--- config.mk ---
export PLATFORM = sky130hd
export DESIGN_NAME = ycbcr422_rgb565_to_rgb32
export DESIGN_NICKNAME = d
export VERILOG_FILES = /design/src/sv/ycc2rgb_pkg.sv /design/src/sv/ycbcr422_rgb565_to_rgb32.sv /design/src/sv/ycc2rgb_pixel.sv
export SDC_FILE = /design/constraint.sdc
export NUM_CORES = 1
export LEC_CHECK = 0
export ABC_AREA = 1
export BUFFER_PORTS_ARGS = -buffer_cell sky130_fd_sc_hd__buf_4
export CAP_MARGIN = 10
export CORE_AREA = 2 2 153 155
export CTS_BUF_LIST = sky130_fd_sc_hd__clkbuf_4
export CTS_CLUSTER_DIAMETER = 120
export CTS_CLUSTER_SIZE = 20
export DETAILED_ROUTE_END_ITERATION = 6
export DIE_AREA = 0 0 155 157
export GPL_TIMING_DRIVEN = 1
export PLACE_DENSITY = 0.72
export SLEW_MARGIN = 25
export SYNTH_ARGS = -nofsm -noshare
export SYNTH_HDL_FRONTEND = slang
export SYNTH_SLANG_ARGS = --single-unit
--- constraint.sdc ---
create_clock -name clk -period 16.59 [get_ports clk]
set_input_delay 0.8295 -clock clk [delete_from_list [all_inputs] [get_ports clk]]
set_output_delay 0.8295 -clock clk [all_outputs]
set_load 0.1 [all_outputs]
--- src/sv/ycc2rgb_pkg.sv ---
// Package for the YCbCr 4:2:2 / RGB565 to 32-bit RGB converter.
// Holds the request payload types, the format codes and the coefficient helper.
// No dependencies.
package ycc2rgb_pkg;

    // Default number of fraction bits in the conversion coefficients.
    localparam int COEF_FRAC_BITS_DEF = 10;

    // Video-range offsets of the luma and chroma samples.
    localparam int LUMA_OFFSET   = 16;
    localparam int CHROMA_OFFSET = 128;

    // Largest value of one output channel.
    localparam int CHAN_MAX = 255;

    // Source format held in the mode register.
    typedef enum logic [0:0] {
        FMT_YCBCR  = 1'b0,
        FMT_RGB565 = 1'b1
    } src_fmt_t;

    // One input request: a 4:2:2 macropixel or one packed RGB565 pixel.
    typedef struct packed {
        logic [7:0]  luma_first;
        logic [7:0]  chroma_blue;
        logic [7:0]  luma_second;
        logic [7:0]  chroma_red;
        logic        second_present;
        logic [15:0] packed_565;
    } in_item_t;

    // One output request: one RGB pixel with eight bits per channel.
    typedef struct packed {
        logic [7:0] red_out;
        logic [7:0] green_out;
        logic [7:0] blue_out;
        logic       last_of_item;
    } out_item_t;

    // Coefficient given in thousandths, scaled by 2^frac and rounded half up.
    function automatic int coef_of(input int milli, input int frac);
        return (milli * (1 << frac) + 500) / 1000;
    endfunction

endpackage

--- src/sv/ycbcr422_rgb565_to_rgb32.sv ---
// YCbCr 4:2:2 / RGB565 to 32-bit RGB converter, top level.
// An accepted request waits in the input register; its pixels pass through the single
// converter into the output register, the second after the first, one pixel a cycle unless
// out_ready stalls them; a new request is taken as the last pixel of the held one is issued.
// Reset (rst_n, asynchronous, active low) empties both stages and selects YCbCr mode.
// Depends on ycc2rgb_pkg and ycc2rgb_pixel.
module ycbcr422_rgb565_to_rgb32 #(
    parameter int COEF_FRAC_BITS = ycc2rgb_pkg::COEF_FRAC_BITS_DEF
) (
    input  logic                   clk,
    input  logic                   rst_n,
    input  logic                   cfg_we,
    input  logic                   cfg_wdata,
    input  logic                   in_valid,
    output logic                   in_ready,
    input  ycc2rgb_pkg::in_item_t  in_data,
    output logic                   out_valid,
    input  logic                   out_ready,
    output ycc2rgb_pkg::out_item_t out_data
);

    ycc2rgb_pkg::src_fmt_t  fmt_reg;
    ycc2rgb_pkg::in_item_t  hold_reg;
    ycc2rgb_pkg::in_item_t  hold_next;
    logic                   hold_valid_reg;
    logic                   hold_valid_next;
    logic                   phase_reg;
    logic                   phase_next;
    ycc2rgb_pkg::out_item_t out_reg;
    ycc2rgb_pkg::out_item_t out_next;
    logic                   out_valid_reg;
    logic                   out_valid_next;
    ycc2rgb_pkg::out_item_t pixel;
    logic                   out_free;
    logic                   issue;
    logic                   done;

    // Mode register.
    always_ff @(posedge clk or negedge rst_n)
    begin
        if (!rst_n)
        begin
            fmt_reg <= ycc2rgb_pkg::FMT_YCBCR;
        end
        else if (cfg_we)
        begin
            fmt_reg <= ycc2rgb_pkg::src_fmt_t'(cfg_wdata);
        end
    end

    // Pixel converter between the input register and the output register.
    ycc2rgb_pixel #(
        .COEF_FRAC_BITS(COEF_FRAC_BITS)
    ) u_pixel (
        .source_format(fmt_reg),
        .item         (hold_reg),
        .second_phase (phase_reg),
        .pixel        (pixel)
    );

    // A pixel moves on whenever the output register is empty or being emptied.
    assign out_free = !out_valid_reg || out_ready;
    assign issue    = hold_valid_reg && out_free;
    assign done     = issue && pixel.last_of_item;
    assign in_ready = !hold_valid_reg || done;

    // Next state of the input register and the pixel phase.
    always_comb
    begin
        hold_next       = hold_reg;
        hold_valid_next = hold_valid_reg;
        phase_next      = phase_reg;
        if (in_valid && in_ready)
        begin
            hold_next       = in_data;
            hold_valid_next = 1'b1;
            phase_next      = 1'b0;
        end
        else if (done)
        begin
            hold_valid_next = 1'b0;
            phase_next      = 1'b0;
        end
        else if (issue)
        begin
            phase_next = 1'b1;
        end
    end

    // Next state of the output register.
    always_comb
    begin
        out_next       = out_reg;
        out_valid_next = out_valid_reg;
        if (issue)
        begin
            out_next       = pixel;
            out_valid_next = 1'b1;
        end
        else if (out_ready)
        begin
            out_valid_next = 1'b0;
        end
    end

    // Control registers.
    always_ff @(posedge clk or negedge rst_n)
    begin
        if (!rst_n)
        begin
            hold_valid_reg <= 1'b0;
            phase_reg      <= 1'b0;
            out_valid_reg  <= 1'b0;
        end
        else
        begin
            hold_valid_reg <= hold_valid_next;
            phase_reg      <= phase_next;
            out_valid_reg  <= out_valid_next;
        end
    end

    // Payload registers.
    always_ff @(posedge clk)
    begin
        hold_reg <= hold_next;
        out_reg  <= out_next;
    end

    assign out_valid = out_valid_reg;
    assign out_data  = out_reg;

endmodule

--- src/sv/ycc2rgb_pixel.sv ---
// Combinational pixel converter: BT.601 YCbCr to RGB, or RGB565 unpacking.
// Depends on ycc2rgb_pkg for the payload types, format codes and coefficients.
module ycc2rgb_pixel #(
    parameter int COEF_FRAC_BITS = ycc2rgb_pkg::COEF_FRAC_BITS_DEF
) (
    input  ycc2rgb_pkg::src_fmt_t  source_format,
    input  ycc2rgb_pkg::in_item_t  item,
    input  logic                   second_phase,
    output ycc2rgb_pkg::out_item_t pixel
);

    // Sum width: ten integer bits cover every channel sum, plus margin and sign.
    localparam int SW = COEF_FRAC_BITS + 12;

    localparam logic signed [SW-1:0] K1164 = SW'(ycc2rgb_pkg::coef_of(1164, COEF_FRAC_BITS));
    localparam logic signed [SW-1:0] K1596 = SW'(ycc2rgb_pkg::coef_of(1596, COEF_FRAC_BITS));
    localparam logic signed [SW-1:0] K0813 = SW'(ycc2rgb_pkg::coef_of(813, COEF_FRAC_BITS));
    localparam logic signed [SW-1:0] K0392 = SW'(ycc2rgb_pkg::coef_of(392, COEF_FRAC_BITS));
    localparam logic signed [SW-1:0] K2017 = SW'(ycc2rgb_pkg::coef_of(2017, COEF_FRAC_BITS));

    // Clamp a signed fixed-point sum to one 8-bit channel, dropping the fraction.
    function automatic logic [7:0] to_channel(input logic signed [SW-1:0] sum);
        logic [7:0] chan;
        if (sum[SW-1])
        begin
            chan = 8'd0;
        end
        else if (sum[SW-2:COEF_FRAC_BITS+8] != '0)
        begin
            chan = 8'(ycc2rgb_pkg::CHAN_MAX);
        end
        else
        begin
            chan = sum[COEF_FRAC_BITS+7:COEF_FRAC_BITS];
        end
        return chan;
    endfunction

    logic [7:0]           luma;
    logic signed [SW-1:0] d;
    logic signed [SW-1:0] u;
    logic signed [SW-1:0] v;
    logic signed [SW-1:0] luma_term;
    logic signed [SW-1:0] sum_r;
    logic signed [SW-1:0] sum_g;
    logic signed [SW-1:0] sum_b;
    logic                 last;

    // Pick the luma sample of the pixel being produced and remove the offsets.
    assign luma = second_phase ? item.luma_second : item.luma_first;
    assign d = signed'(SW'(luma)) - SW'(ycc2rgb_pkg::LUMA_OFFSET);
    assign u = signed'(SW'(item.chroma_blue)) - SW'(ycc2rgb_pkg::CHROMA_OFFSET);
    assign v = signed'(SW'(item.chroma_red)) - SW'(ycc2rgb_pkg::CHROMA_OFFSET);

    // Constant-coefficient products and the three channel sums.
    assign luma_term = K1164 * d;
    assign sum_r = luma_term + K1596 * v;
    assign sum_g = luma_term - K0813 * v - K0392 * u;
    assign sum_b = luma_term + K2017 * u;

    // The final pixel of a request is the second one, or the only one.
    assign last = (source_format == ycc2rgb_pkg::FMT_RGB565) || !item.second_present
                  || second_phase;

    // Select between the YCbCr result and the shifted RGB565 fields.
    always_comb
    begin
        unique case (source_format)
            ycc2rgb_pkg::FMT_RGB565:
            begin
                pixel.red_out   = {item.packed_565[15:11], 3'b000};
                pixel.green_out = {item.packed_565[10:5], 2'b00};
                pixel.blue_out  = {item.packed_565[4:0], 3'b000};
            end
            default:
            begin
                pixel.red_out   = to_channel(sum_r);
                pixel.green_out = to_channel(sum_g);
                pixel.blue_out  = to_channel(sum_b);
            end
        endcase
        pixel.last_of_item = last;
    end

endmodule
[After elaboration in Yosys (flattened, before gate mapping)]
Index checks and enable logic that the tools add are counted.
Cells by class
  add/sub/neg operators: 7
  multipliers: 5
  divide/modulo/power cells: 0
  magnitude comparators: 0
  equal/unequal tests: 0
  shifts and indexed selects: 0
  muxes and demuxes: 15
  bitwise operators: 0
  reduce and logical (&&, ||, !) cells: 19
Operator list (number)
  2-to-1 mux 8 bit: 7
  adder 22 bit: 2
  subtractor 22 bit: 2
  2-to-1 mux 24 bit: 1
  multiplier 10 x 22 -> 22 bit, first input constant: 1
  multiplier 11 x 22 -> 21 bit, first input constant: 1
  multiplier 11 x 22 -> 22 bit, first input constant: 1
  multiplier 13 x 22 -> 22 bit, first input constant: 1
  multiplier 9 x 22 -> 19 bit, first input constant: 1
  subtractor 8 x 8 -> 9 bit, second input constant: 2
  nonzero test 3 bit: 4
  subtractor 8 x 5 -> 9 bit, second input constant: 1
  2-to-1 mux 1 bit: 7
  OR reduction 2 bit: 3
  logical OR 1 bit: 4
  nonzero test 2 bit: 2
  logical AND 1 bit: 3
  zero test 1 bit: 3
Storage, ports and cells
  register bits: 78
  latch bits: 0
  memory bits (writable): 0
  ROM bits: 0
  output and inout bits: 27
  memories kept: 0

[Depth between registers and ports, before layout]
Gate-level depths: netlist (run 1).
  depth in word-level cells: 9
  gate-level depth with buffers: 46
  depth with buffers taken out: 45

[Cells and area by module]
From an unflattened synthesis (run 1), not the netlist that was laid out.
Second synthesis, totals
  cells, all modules: 1506
  area, all modules: 12240.5 sq um
By module, submodules not included
  ycc2rgb_pixel: times used 1, cells an instance 1411, area each 9833.2 sq um, sequential area each 0.0 sq um
  ycbcr422_rgb565_to_rgb32: times used 1, cells an instance 95, area each 2407.3 sq um, sequential area each 2322.2 sq um

[Least setup slack after synthesis (run 1)]
No wires, ideal clock.
  path type: reg2reg
  from: reg phase_reg
  to: reg out_reg (netlist bit out_data[11]), data pin
  setup time: 0.252 ns
  arrival: 7.681 ns
  required time: 16.338 ns
  path slack: 8.656 ns
  stages on the path, launching flop included: 39
  clock period less this slack: 7.934 ns
  path through: dfrtp_1 > buf_6 > mux2i_1 > ha_1 > nand3_4 > nor2_8 > ha_1 > ha_1 > inv_1 > fa_1 > fa_1 > inv_1 > ha_1 > a21oi_1 > o21ai_0 > xor2_1 > inv_1 > ha_1 > [3 not listed] > fa_1 > inv_1 > ha_1 > inv_1 > ha_1 > nand2_2 > nor2_1 > inv_1 > nor2_1 > nand3_1 > nand3_1 > nand2_1 > nand2_1 > nand2_1 > nor2_2 > nand2_1 > nand2_1 > nand2_1
RTL lines
  start, declared: RTL line ycbcr422_rgb565_to_rgb32.sv:27  | logic phase_reg;
  start signal, assigned: RTL line ycbcr422_rgb565_to_rgb32.sv:118  | phase_reg <= phase_next;
  end signal, assigned: RTL line ycbcr422_rgb565_to_rgb32.sv:127  | out_reg <= out_next;
  end, declared: RTL line ycbcr422_rgb565_to_rgb32.sv:29  | ycc2rgb_pkg::out_item_t out_reg;

==> results of run 1 <==
-- cells in the final DEF (no fill, tap or decap), types with 2 or more instances in the layout --
cell	n
ha_1	274
nand3_1	61
a21oi_2	4
nor3_1	8
nor3b_1	2
inv_6	4
or2_2	3
nor4_1	3
nand3_2	4
a21o_1	2
clkbuf_4	9
and3_1	2
edfxtp_1	74
a21boi_0	3
xnor2_1	19
fa_1	86
o21bai_1	8
nor2_4	5
inv_1	322
o21a_1	2
o21ai_0	34
buf_4	82
nand3b_1	6
o211ai_1	2
xor2_1	31
nand2_1	347
a21oi_1	77
nand4_1	9
nand2_4	3
and2_1	2
nor2_1	68
dfrtp_1	4
clkinv_2	2
nand2_2	11
-- logic make-up after synthesis --
family	synth area share
and+or+nand+nor	0.191
adders and majority gates	0.421
muxes	0.000818
AOI/OAI and AO/OA	0.0598
DFF	0.190
xor gates and xnor gates	0.0358
buffers and inverters	0.102
-- layer usage --
| layer | vias up | global-route usage |
|---|---|---|
| met5 | - | 0 |
| met4 | 0 | 0.0904 |
| met3 | 57 | 0.0366 |
| met2 | 214 | 0.442 |
| met1 | 4555 | 0.319 |
| li1 | 4947 | - |
-- stage by stage --
stage	setup WS [ns]	instances	cell area, um^2
5_1_grt	6.98	1871	13300
2_1_floorplan	8.66	1490	12200
4_1_cts	7.65	1870	13300
3_5_place_dp	7.70	1854	13200
3_3_place_gp	7.91	1854	13200
6_report	7.66	1871	13300
-- path summary, 6_finish.rpt --
kind | from | end | slack, ns | depth (start not counted)
max in group asynchronous | rst_n | phase_reg | 16.39 | 1
setup reg to reg | phase_reg | out_data[15] | 7.66 | 34
min in group clk | in_data[20] | hold_reg[20] | 0.48 | 1
hold reg to reg | hold_reg[10] | out_data[16] | 0.52 | 2
hold / removal | rst_n | out_valid | 0.1 | 1
setup / recovery | phase_reg | out_data[15] | 7.66 | 34
-- worst max-delay path: cells and delay by family (launching register included) --
| family | cells | cell delay, ns |
|---|---|---|
| mux | 1 | 0.54 |
| buf+inv | 6 | 0.34 |
| compound gates | 5 | 0.99 |
| fa+ha+maj | 12 | 4.75 |
| simple gates | 9 | 1.06 |
| xor+xnor | 1 | 0.38 |
| flops | 1 | 0.62 |
-- layout make-up --
type,instances,share of cell area
antenna,1,0.000188
timing repair buffer,82,0.0461
clock buffer,9,0.00506
inverter,326,0.0920
sequential,78,0.174
tap,285,0.0267
clock inverter,7,0.00581
multi-input combinational,1083,0.650
==> results.cfg, run 1 <==
[logic_synthesis]
synth_cell_types = 42
synth_top_cell_by_area = ha_1
ys_top_cells_by_count = nand2_1, inv_1, ha_1
synthCells = 1490
synth_ff_type = edfxtp_1
yosysTopAreaCellShare = 0.280
yosysSeqAreaShare = 0.190
yosysMostFrequentCell = nand2_1
syn-cell-area_mm2 = 0.0122
ys_ff_latch = 78
synth_area_leaders = ha_1, edfxtp_1, fa_1, nand2_1, inv_1
synth_fp_nets = 1905
yosys_warnings = 0
syn_area_per_cell_um2 = 8.21
postSynth.asyncResetShare = 0.0513
synth_edf_count = 74

[clocking]
ctsRootBufferMaster = clkbuf_4
path_clk_slew_ns = 0.17
clk_latency_ns = 0.51
cts-resized-gates = 0
hold_buffers = 0
cts_inserted_buffers = 9
clock-sinks = 78
cts.path.max_buffers = 2
cts_tree = yes
cts_setup_buffers = 0
h-tree-depth = 3

[route]
dr_total_vias = 9773
drc_errors = 0
drt_first_pass_iters = 7
avgRoutedWirePerCell_um = 15.5
wl_met2_um = 13700
routed_wl_um = 29000
top_layer_used = met4
drt_iter0_drc = 317
ant_nets = 0
m1WireLength_um = 12900
via_per_inst = 5.22
met3_length_um = 1290

[grt]
grt-ovfl-total = 0
grt_pass1_wl_um = 47700
grt_pass1_vias = 9838
gr-usage-all-layers = 0.253
grt_start_max_net_pins = 50
antenna_found_initial = 1

[die]
die_h_um = 157
die_x_um = 155
io-pin-count = 82
core_area_mm2 = 0.0225
start_util = 0.544
rows = 55
die_area_mm2 = 0.0243

[run_status]
status = finished, final reports clean

[hold_path]
min_path_type = in2async

[critical_path]
critical-path-slowest-cell = dfrtp_1
slowest_delay_ns = 0.62
cp_common_cell = ha_1
end_kind = flop
cp_max_fo = 13
crit_required_ns = 16.84
crit_arrival_ns = 9.18
startpoint_type = flop
worstSetupPathType = reg2reg

[sta]
grt_setup_unrepaired = false
fmax_mhz = 112
setup_tns_ns = 0
fin_hold_ws_ns = 0.0979
setup_violations = 0
hold_viol_final = 0
skew_ns = 0.0644
final_max_slew_viol_count = 0
slew_headroom = 0.337
fin_crit_ns = 8.93
worstMarginPinSlew_ns = 0.984
post-route-period-util = 0.539

[layout]
multiInputGateArea_mm2 = 0.00868
synthToLayoutAreaGrowth_pct = 9.06
final_util = 0.593
nFillCells = 2083
largest_reg_flops = 49
regArea_mm2 = 0.00232
drive_gt1_frac = 0.0852
final_nets = 1995

[placement]
dp.final_hpwl_um = 24300
io_buffers = 81
gp_congestion = 0.962

[flow_run]
drv_cap = 0
Power of run 1 is not shown: default switching activity piles up to over one toggle a cycle in this logic, so the estimate is an artifact.
==> inputs of run 2 (changes only) <==
Clock period 16.59 ns to 9.1 ns, I/O delays scaled along.
==> results.cfg, run 2 (same netlist as run 1, synthesis figures left out) <==
[run_status]
status = finished, final reports clean

[sta]
slew_headroom = 0.366
hold_viol_final = 0
fin_crit_ns = 8.47
worstMarginPinSlew_ns = 0.941
post-route-period-util = 0.931
setup_tns_ns = 0
grt_setup_unrepaired = false
skew_ns = 0.0443
fmax_mhz = 118
setup_violations = 0
fin_hold_ws_ns = 0.115
final_max_slew_viol_count = 0

[die]
rows = 55
core_area_mm2 = 0.0225
io-pin-count = 82
die_x_um = 155
start_util = 0.544
die_area_mm2 = 0.0243
die_h_um = 157

[route]
via_per_inst = 5.21
routed_wl_um = 28900
dr_total_vias = 9768
drt_first_pass_iters = 5
drc_errors = 0
drt_iter0_drc = 398
avgRoutedWirePerCell_um = 15.4
ant_nets = 0

[layout]
drive_gt1_frac = 0.0887
synthToLayoutAreaGrowth_pct = 9.54
mostFrequentLayoutCells = nand2_1, inv_1, ha_1, fa_1, buf_4
final_common_cell = nand2_1
final_nets = 1999
largest_reg_flops = 49
stdcell_area_mm2 = 0.0134

[critical_path]
startpoint_type = flop
worstSetupPathType = reg2reg
cp_max_fo = 13
critical-path-slowest-cell = fa_1
cp_common_cell = nand2_1
end_kind = flop
slowest_delay_ns = 0.54
crit_arrival_ns = 8.74
crit_required_ns = 9.37

[clocking]
clock-sinks = 78
path_clk_slew_ns = 0.18
clk_latency_ns = 0.50
ctsRootBufferMaster = clkbuf_4
cts.path.max_buffers = 2
h-tree-depth = 3
cts_tree = yes
cts_inserted_buffers = 9
cts_setup_buffers = 0

[grt]
grt_pass1_wl_um = 48300
grt_pass1_vias = 10000
grt_start_max_net_pins = 50
gr-usage-all-layers = 0.255
grt-ovfl-total = 0
antenna_found_initial = 1

[flow_run]
drv_cap = 0

[placement]
io_buffers = 81
gp_congestion = 0.963
dp.final_hpwl_um = 24400
place_area_mm2 = 0.0132

[hold_path]
min_path_type = in2reg
run 2: metal layers:
metal  share of wire  vias to the layer above  global-route usage  wire length (um)
li1                -                     4950                   -                 -
met1            0.44                     4544               0.321             12700
met2            0.48                      215               0.443             13800
met3           0.047                       59              0.0396              1360
met4           0.034                        0              0.0948               994
met5               0                        -                   0                 0
run 2: metrics by stage:
step / std cells / utilization / worst slack, ns
2_1_floorplan: 1490 / - / 1.17
3_3_place_gp: 1857 / 0.587 / 0.619
3_5_place_dp: 1857 / 0.587 / 0.453
4_1_cts: 1874 / 0.595 / 0.429
5_1_grt: 1875 / 0.596 / 0.0111
6_report: 1875 / 0.596 / 0.631
run 2: path summary, 6_finish.rpt:
kind                                    from  slack [ns]            to  depth (start not counted)
worst max-delay path               phase_reg        0.63  out_data[11]                         39
min in group asynchronous              rst_n        0.30       fmt_reg                          2
max in group asynchronous              rst_n        8.69     phase_reg                          2
worst min register to register  hold_reg[10]        0.53  out_data[16]                          2
worst min-delay path             in_data[16]        0.11  hold_reg[16]                          1
worst max register to register     phase_reg        0.63  out_data[11]                         39
run 2: worst max-delay path: cells and delay by family, from the launching register on:
family | cells | cell delay, ns
AO/OA/AOI/OAI | 3 | 0.62
XOR/XNOR | 1 | 0.27
adder cells (fa/ha/maj) | 12 | 4.55
buffers and inverters | 8 | 0.55
multiplexers | 1 | 0.21
AND/OR/NAND/NOR | 14 | 1.57
flip-flops | 1 | 0.52
run 2: layout make-up:
| cell class | instances | area, um^2 |
|---|---|---|
| Timing Repair Buffer | 86 | 648 |
| Fill cell | 2075 | 9100 |
| Sequential cell | 78 | 2320 |
| Clock inverter | 7 | 87.6 |
| Clock buffer | 9 | 67.6 |
| Inverter | 326 | 1230 |
| Multi-Input combinational cell | 1083 | 8690 |
| Tap cell | 285 | 357 |
| Antenna cell | 1 | 2.50 |
run 2: repair_timing:
| item | 4_1_cts | 5_1_grt |
|---|---|---|
| gates resized for setup | 0 | 4 |
| hold buffers | 1 | 0 |
| setup endpoints to repair | 0 | 8 |
| hold endpoints to repair | 4 | 0 |
Power of run 2 is left out for the same reason.
==> inputs of run 3 (changes only) <==
==> constraint.sdc (replaced) <==
create_clock -name clk -period 9.1 [get_ports clk]
set_input_delay 0.91 -clock clk [delete_from_list [all_inputs] [get_ports clk]]
set_output_delay 0.91 -clock clk [all_outputs]
set_load 0.02 [all_outputs]
==> results.cfg, run 3 (same netlist as run 1, synthesis figures left out) <==
[sta]
slew_headroom = 0.353
setup_violations = 0
hold_viol_final = 0
post-route-period-util = 0.931
fmax_mhz = 118
skew_ns = 0.0454
setup_tns_ns = 0
grt_setup_unrepaired = false
worstMarginPinSlew_ns = 0.960
final_max_slew_viol_count = 0
fin_crit_ns = 8.47

[placement]
dp.final_hpwl_um = 24400
gp_congestion = 0.963
io_buffers = 81

[route]
drt_first_pass_iters = 5
routed_wl_um = 28800
drt_iter0_drc = 379
ant_nets = 0
drc_errors = 0
avgRoutedWirePerCell_um = 15.4
via_per_inst = 5.23
dr_total_vias = 9801

[critical_path]
cp_common_cell = nand2_1
slowest_delay_ns = 0.54
crit_required_ns = 9.36
end_kind = flop
reg2reg_slack_ns = 0.63
worst-r2r-cell-count = 39
crit_arrival_ns = 8.73
startpoint_type = flop
critical-path-slowest-cell = fa_1
cp_max_fo = 13
worstSetupPathType = reg2reg

[layout]
final_nets = 1998
mostFrequentLayoutCells = nand2_1, inv_1, ha_1, fa_1, buf_4
drive_gt1_frac = 0.0888
final_common_cell = nand2_1
synthToLayoutAreaGrowth_pct = 9.46
largest_reg_flops = 49

[die]
die_x_um = 155
io-pin-count = 82
die_area_mm2 = 0.0243
core_area_mm2 = 0.0225
start_util = 0.544
die_h_um = 157
rows = 55

[grt]
gr-usage-all-layers = 0.254
grt_pass1_vias = 10000
antenna_found_initial = 1
grt_pass1_wl_um = 48300
grt_start_max_net_pins = 50
grt-ovfl-total = 0

[clocking]
h-tree-depth = 3
ctsRootBufferMaster = clkbuf_4
path_clk_slew_ns = 0.15
clock-sinks = 78
cts_tree = yes
clk_latency_ns = 0.50
cts_setup_buffers = 0
cts.path.max_buffers = 2
cts-resized-gates = 0
hold_buffers = 0
cts_inserted_buffers = 9

[hold_path]
min_path_type = in2async

[run_status]
status = finished, final reports clean

[flow_run]
drv_cap = 0
[run 3: cell types whose count changed in the layout (fill, tap and decap cells not counted), sizes merged]
cell / delta
dlygate4sd3: -1
[run 3: critical path: cells and delay by family (launching register included)]
family,cells,cell delay [ns]
flip-flops,1,0.52
AO/OA/AOI/OAI,3,0.62
adder cells (fa/ha/maj),12,4.55
XOR/XNOR,1,0.27
buffers and inverters,8,0.55
multiplexers,1,0.21
AND/OR/NAND/NOR,14,1.55
[run 3: routing by layer]
| layer | up-vias | wire (um) | track usage |
|---|---|---|---|
| li1 | 4950 | - | - |
| met1 | 4537 | 12400 | 0.321 |
| met2 | 251 | 13800 | 0.442 |
| met3 | 63 | 1660 | 0.0396 |
| met4 | 0 | 1010 | 0.0948 |
| met5 | - | 0 | 0 |
[run 3: path summary, 6_finish.rpt]
kind,startpoint,endpoint
worst max-delay path,phase_reg,out_data[14]
worst min-delay path,rst_n,fmt_reg
worst max register to register,phase_reg,out_data[14]
worst min register to register,hold_reg[5],out_data[11]
max in group asynchronous,rst_n,phase_reg
min in group clk,hold_reg[5],out_data[11]
[run 3: layout make-up]
class,instances,area (um^2)
tap,285,357
sequential,78,2320
timing repair buffer,85,638
antenna,1,2.50
clock inverter,7,87.6
inverter,326,1230
multi-input combinational,1083,8690
clock buffer,9,67.6
fill,2076,9110
[run 3: stage by stage]
| stage | utilization | cells | hold slack, ns | area (um^2) | worst slack [ns] |
|---|---|---|---|---|---|
| final | 0.595 | 1874 | 0.197 | 13400 | 0.627 |
| after global routing | 0.595 | 1874 | 0.179 | 13400 | 0.0111 |
| after CTS | 0.594 | 1873 | 0.174 | 13400 | 0.429 |
| after detailed placement | 0.587 | 1857 | 0.500 | 13200 | 0.453 |
| after global placement | 0.587 | 1857 | 0.498 | 13200 | 0.619 |
| after floorplan | - | 1490 | 0.465 | 12200 | 1.17 |
Power of run 3 is left out for the same reason.
